==> config.mk <==
export PLATFORM = sky130hd
export DESIGN_NAME = dmcs_front
export DESIGN_NICKNAME = d
export VERILOG_FILES = /design/src/hdl/dmcs_pkg.sv /design/src/hdl/dmcs_front.sv
export SDC_FILE = /design/constraint.sdc
export NUM_CORES = 1
export LEC_CHECK = 0
export BUFFER_PORTS_ARGS = -buffer_cell sky130_fd_sc_hd__clkbuf_2
export CORE_ASPECT_RATIO = 1.25
export CORE_MARGIN = 3
export CORE_UTILIZATION = 56
export CTS_CLUSTER_DIAMETER = 60
export DETAILED_ROUTE_END_ITERATION = 16
export PLACE_DENSITY = 0.95
export SETUP_SLACK_MARGIN = 0.1
export SLEW_MARGIN = 20
export SYNTH_ARGS = -nofsm -noshare
export SYNTH_HDL_FRONTEND = slang
export SYNTH_SLANG_ARGS = --single-unit
==> constraint.sdc <==
create_clock -name aclk -period 12.2 [get_ports aclk]
set_input_delay 0 -clock aclk [delete_from_list [all_inputs] [get_ports aclk]]
set_output_delay 0 -clock aclk [all_outputs]
set_load 0.005 [all_outputs]
==> src/hdl/dmcs_pkg.sv <==
// Shared types and constants of the minimum-cost dictionary segmenter.
// Used by the front queue, the back engine and the top level.
`default_nettype none

package dmcs_pkg;

    localparam int MAX_WORD_LEN_DEFAULT = 8;
    localparam int DICT_ENTRIES_DEFAULT = 1024;

    localparam int HIST_DEPTH  = 8;
    localparam int INDEX_W     = 10;
    localparam int KEY_W       = 64;
    localparam int LEN_W       = 4;
    localparam int WEIGHT_W    = 32;
    localparam int SYMBOL_W    = 8;
    localparam int COST_W      = 40;
    localparam int S_TDATA_W   = 120;
    localparam int M_TDATA_W   = 48;

    localparam logic FUNC_LOAD   = 1'b0;
    localparam logic FUNC_SYMBOL = 1'b1;

    typedef struct packed {
        logic                  func;
        logic [INDEX_W-1:0]    entry_index;
        logic [KEY_W-1:0]      entry_key;
        logic [LEN_W-1:0]      entry_length;
        logic [WEIGHT_W-1:0]   entry_weight;
        logic [SYMBOL_W-1:0]   symbol;
        logic                  last;
    } item_t;

    // Head of the item queue as seen by the back engine.
    typedef struct packed {
        logic  valid;
        item_t item;
    } queue_head_t;

    typedef struct packed {
        logic [WEIGHT_W-1:0] weight;
        logic [LEN_W-1:0]    length;
        logic [KEY_W-1:0]    key;
    } dict_entry_t;

endpackage

`default_nettype wire

==> src/hdl/dmcs_front.sv <==
// Front end: unpacks the input stream and buffers items in a two-entry queue.
// Depends on dmcs_pkg.
`default_nettype none

module dmcs_front (
    input  wire logic                          aclk,
    input  wire logic                          aresetn,
    input  wire logic                          init_done,
    input  wire logic                          s_tvalid,
    output logic                               s_tready,
    input  wire logic [dmcs_pkg::S_TDATA_W-1:0] s_tdata,
    input  wire logic                          s_tuser,
    input  wire logic                          s_tlast,
    output dmcs_pkg::queue_head_t              q_head,
    input  wire logic                          q_pop
);

    dmcs_pkg::item_t  in_item;
    dmcs_pkg::item_t  slot_reg [2];
    logic             wr_ptr_reg, wr_ptr_next;
    logic             rd_ptr_reg, rd_ptr_next;
    logic [1:0]       count_reg, count_next;
    logic             push;
    logic             pop;

    always_comb begin
        in_item.func         = s_tuser;
        in_item.entry_index  = s_tdata[9:0];
        in_item.entry_key    = s_tdata[73:10];
        in_item.entry_length = s_tdata[77:74];
        in_item.entry_weight = s_tdata[109:78];
        in_item.symbol       = s_tdata[117:110];
        in_item.last         = s_tlast;
    end

    assign s_tready     = init_done && (count_reg != 2'd2);
    assign push         = s_tvalid && s_tready;
    assign pop          = q_pop && (count_reg != 2'd0);
    assign q_head.valid = (count_reg != 2'd0);
    assign q_head.item  = slot_reg[rd_ptr_reg];

    always_comb begin
        wr_ptr_next = push ? ~wr_ptr_reg : wr_ptr_reg;
        rd_ptr_next = pop ? ~rd_ptr_reg : rd_ptr_reg;
        count_next  = count_reg + 2'(push) - 2'(pop);
    end

    always_ff @(posedge aclk) begin
        if (!aresetn) begin
            wr_ptr_reg <= 1'b0;
            rd_ptr_reg <= 1'b0;
            count_reg  <= 2'd0;
        end else begin
            wr_ptr_reg <= wr_ptr_next;
            rd_ptr_reg <= rd_ptr_next;
            count_reg  <= count_next;
        end
    end

    always_ff @(posedge aclk) begin
        if (push) begin
            slot_reg[wr_ptr_reg] <= in_item;
        end
    end

endmodule

`default_nettype wire

# Yosys cells after proc, flatten, opt, wreduce, memory -nomap -nowiden
# Memory sizes are Yosys's and may differ from the RTL's. A register that Yosys moved wholly into a read port is not among the register bits.
# Index checks and enable logic that the tools add are counted.
word_totals:
  output_inout_bits: 122
  ram_bits: 240
  memories: 1
  inputBits: 127
  register_bits: 4
  word_cells: 17
op_classes:
  n_reduce_logical: 4
  bitwise_logic: 2
  muxes: 4
  n_addsub: 2
  n_eq_ne: 1
mem_list:
  columns: ["memory", "words", "width", "rd", "rd_clocked_by_memory_dff", "wr", "line", "text"]
  rows:
  - ["slot_reg", 2, 120, 1, 1, 1, "dmcs_front.sv:19", "dmcs_pkg::item_t slot_reg [2];"]
op_table:
  columns: ["cell", "n"]
  rows:
  - ["$mux 1", 4]
  - ["$logic_and 1x1->1", 3]
  - ["$add 2x1->2", 1]
  - ["$ne 2x2->1 const B", 1]
  - ["$not 1->1", 2]
  - ["$reduce_bool 2->1", 1]
  - ["$sub 2x1->2", 1]

# Logic depth before layout (Yosys ltp)
depth:
  ltp_word: 5
  depth_mapped: 8
  depth_no_buf: 8

# Worst setup path after synthesis
# Ideal clock, no wire load.
synth_timing:
  path_type: "reg-to-reg"
  from: "register count_reg[0]"
  to: "memory slot_reg[0][0] (netlist bit), enable pin"
  required_ns: 11.599
  arrival_ns: 5.590
  synth_period_minus_slack_ns: 6.191
  stages_incl_launch_ff: 4
  setup_slack_ns: 6.009
  setup_time_ns: 0.601
  path_cell_list: "dfxtp_1 nand2b_1 nand3_1 nor2_1"
synth_via:
  elab_chain_cells: 5
synth_lines:
  columns: ["item", "line", "text"]
  rows:
  - ["start: declaration", "dmcs_front.sv:22", "logic [1:0] count_reg, count_next;"]
  - ["start signal: assignment", "dmcs_front.sv:56", "count_reg <= count_next;"]
  - ["$ne 2x2->1", "dmcs_front.sv:36", "assign s_tready = init_done && (count_reg != 2'd2);"]
  - ["$logic_and 1x1->1", "dmcs_front.sv:36", null]
  - ["$logic_and 1x1->1", "dmcs_front.sv:37", "assign push = s_tvalid && s_tready;"]
  - ["$mux 1", "dmcs_front.sv:61", "if (push) begin"]
  - ["$mux 1 (not written as such)", "dmcs_front.sv:62", "slot_reg[wr_ptr_reg] <= in_item;"]
  - ["end: declaration", "dmcs_front.sv:19", null]
# Every way passes these cells.

==> flow_summary.yaml <==
logic_synthesis:
  syn_inst: 398
  synth_nets: 527
  synth_area_um2: 8930
  synth_compound_area_frac: 0.000840
  ys_seq_area_frac: 0.818
  synth-simple-area-share: 0.00770
  ys_seq_elements: 245
  yosys_warnings: 0
  synth_mux_area_frac: 0.152
  synth_fa_ha_area_frac: 0.00280
  synth_cell_types: 18
  avgSynthCellArea_um2: 22.4
  synth_top_family_by_area: "multiplexers"
  synth_xor_area_frac: 0.00294
power_and_ir_drop:
  power_frac_comb: 0.188
  power.total_mw: 2.11
  p_per_area_nw_per_um2: 172
  p_seq_frac: 0.488
  p_leak_nw: 4.66
  ir_drop_uv: 160
  p_int_mw: 1.62
  switching_share: 0.235
  p_sw_mw: 0.497
  pwr-share-clk: 0.325
place:
  port-buffer-count: 246
  routabilityCongestion: 0.758
  place_area_um2: 10300
  dp_hpwl_mm: 11.6
global_route:
  grt_max_degree: 64
  antenna_found_initial: 1
  grt_overflow: 0
  grt_pass1_vias: 5864
  grt_usage: 0.234
  grt_pass1_wl_mm: 31.6
clock_network:
  clk_latency_ns: 0.50
  cts-root-buf: "clkbuf_16"
  numCtsBuffers: 23
  postCtsResizedCells: 0
  clk_pin_slew_ns: 0.06
  cts_setup_buffers: 0
  htreeDepth: 1
  cts_num_sinks: 245
  tritoncts: "built"
  hold_buffers: 124
  cts_buffer_depth: 3
worst_setup_path:
  critPathArrivalTime_ns: 2.74
  reg2reg_from: "count_reg[0]"
  path_buf_inv: 2
  slowest_stage: "dfxtp_4"
  end_kind: "output pin"
  cp_top_family: "buffers and inverters"
  crit_path_cell_trace: "buf_4 > mux2_2 > clkbuf_2"
  required_ns: 12.20
  start_kind: "flip-flop"
  crit_path_max_incr_delay_ns: 0.83
  crit_type: "reg -> out"
  worstPathMaxFanout: 63
hold_path:
  hp-class: "in -> reg"
  hp-start: "s_tdata[59]"
layout:
  num-nets-final: 913
  fin_area_um2: 12300
  largest_reg_flops: 240
  layout_commonest_cell: "clkbuf_2"
  drive_gt1_frac: 0.506
  regArea_um2: 7310
  multi_input_area_um2: 1500
  final_cell_mix: "246 x clkbuf_2, 240 x edfxtp_1, 124 x dlygate4sd3_1"
  fill_cells: 793
  area_growth_pct: 37.7
timing:
  drv_slew: 0
  min_period_ns: 2.74
  max_freq_ghz: 0.365
  tightest_slew_ns: 0.851
  fin_crit_sh: 0.224
  hold_violations: 0
  max_slew_margin: 0.433
  tns_ns: 0
  setup-violations-final: 0
  rsz0062_at_grt: "false"
  whs_ns: 0.239
  fin_worst_skew_ns: 0.0137
status:
  status: "complete, no violations"
drt:
  wl_per_cell_um: 20.3
  drc: 0
  drt-total-wl_mm: 20.5
  antenna_left: 0
  avgViaCountPerCell: 5.20
  vias: 5247
  first_pass_iters: 4
  drtIter0Drc: 296
floorplanning:
  die_w_um: 119
  die_area_um2: 17500
  die_y_um: 147
  num_io_pins: 249
  initial_core_util: 0.571
  core.rowCount: 51
  coreArea_um2: 15600
job:
  cap_viol_max_count: 0
==> power by group through the flow <==
stage / registers [mW] / clock network [mW] / logic (mW)
3_5_place_dp: 1.05 / 0 / 0.356
5_1_grt: 1.04 / 0.730 / 0.424
2_1_floorplan: 1.03 / 0 / 0.237
4_1_cts: 1.03 / 0.692 / 0.392
6_report: 1.03 / 0.686 / 0.396
3_3_place_gp: 1.04 / 0 / 0.341
==> synth_stat cells <==
cell type  count  share of area
nand2_1        1        0.00042
buf_2          2         0.0011
buf_6         11          0.014
mux2_2       120           0.15
edfxtp_1     240           0.81
nand2b_1       2         0.0014
nand3_1        1        0.00056
and3_1         1        0.00070
nor2b_1        2         0.0014
xnor2_1        3         0.0029
dfxtp_1        5          0.011
or2_2          1        0.00070
nor2_1         1        0.00042
o21a_1         1        0.00084
mux2i_1        1         0.0011
ha_1           2         0.0028
and2_1         3         0.0021
inv_1          1        0.00042
==> layout make-up <==
type                            count  area share
Sequential cell                   245       0.594
Timing Repair Buffer              374       0.203
Multi-Input combinational cell    139       0.122
Clock buffer                       27      0.0480
Tap cell                          212      0.0216
Clock inverter                     11      0.0101
Inverter                            1    0.000305
Antenna cell                        1    0.000203
==> stage by stage <==
| step | instances | worst slack [ns] | util |
|---|---|---|---|
| 3_5_place_dp | 847 | 9.57 | 0.662 |
| 2_1_floorplan | 398 | 6.01 | - |
| 6_report | 1010 | 9.46 | 0.787 |
| 5_1_grt | 1010 | 9.34 | 0.787 |
| 4_1_cts | 1009 | 9.45 | 0.787 |
| 3_3_place_gp | 847 | 9.69 | 0.662 |
==> logic make-up after synthesis <==
group / count (synthesis)
buffers and inverters: 14
AO/OA/AOI/OAI: 1
adder cells (fa/ha/maj): 2
flip-flops: 245
AND/OR/NAND/NOR: 12
XOR/XNOR: 3
multiplexers: 121
==> layer usage <==
metal / up-vias / global-route usage / part of all wire
met2: 233 / 0.455 / 0.57
met3: 57 / 0.0493 / 0.059
met1: 2606 / 0.243 / 0.34
met4: 0 / 0.0870 / 0.036
li1: 2351 / - / -
met5: - / 0 / 0
==> path summary, 6_finish.rpt <==
| kind | endpoint | slack (ns) | cells past startpoint |
|---|---|---|---|
| max reg2reg | slot_reg[1][45] | 9.56 | 4 |
| min reg2reg | wr_ptr_reg | 0.56 | 2 |
| min | slot_reg[0][94] | 0.24 | 2 |
| max | q_head[119] | 9.46 | 3 |
Power figures use the tool's default switching activity.
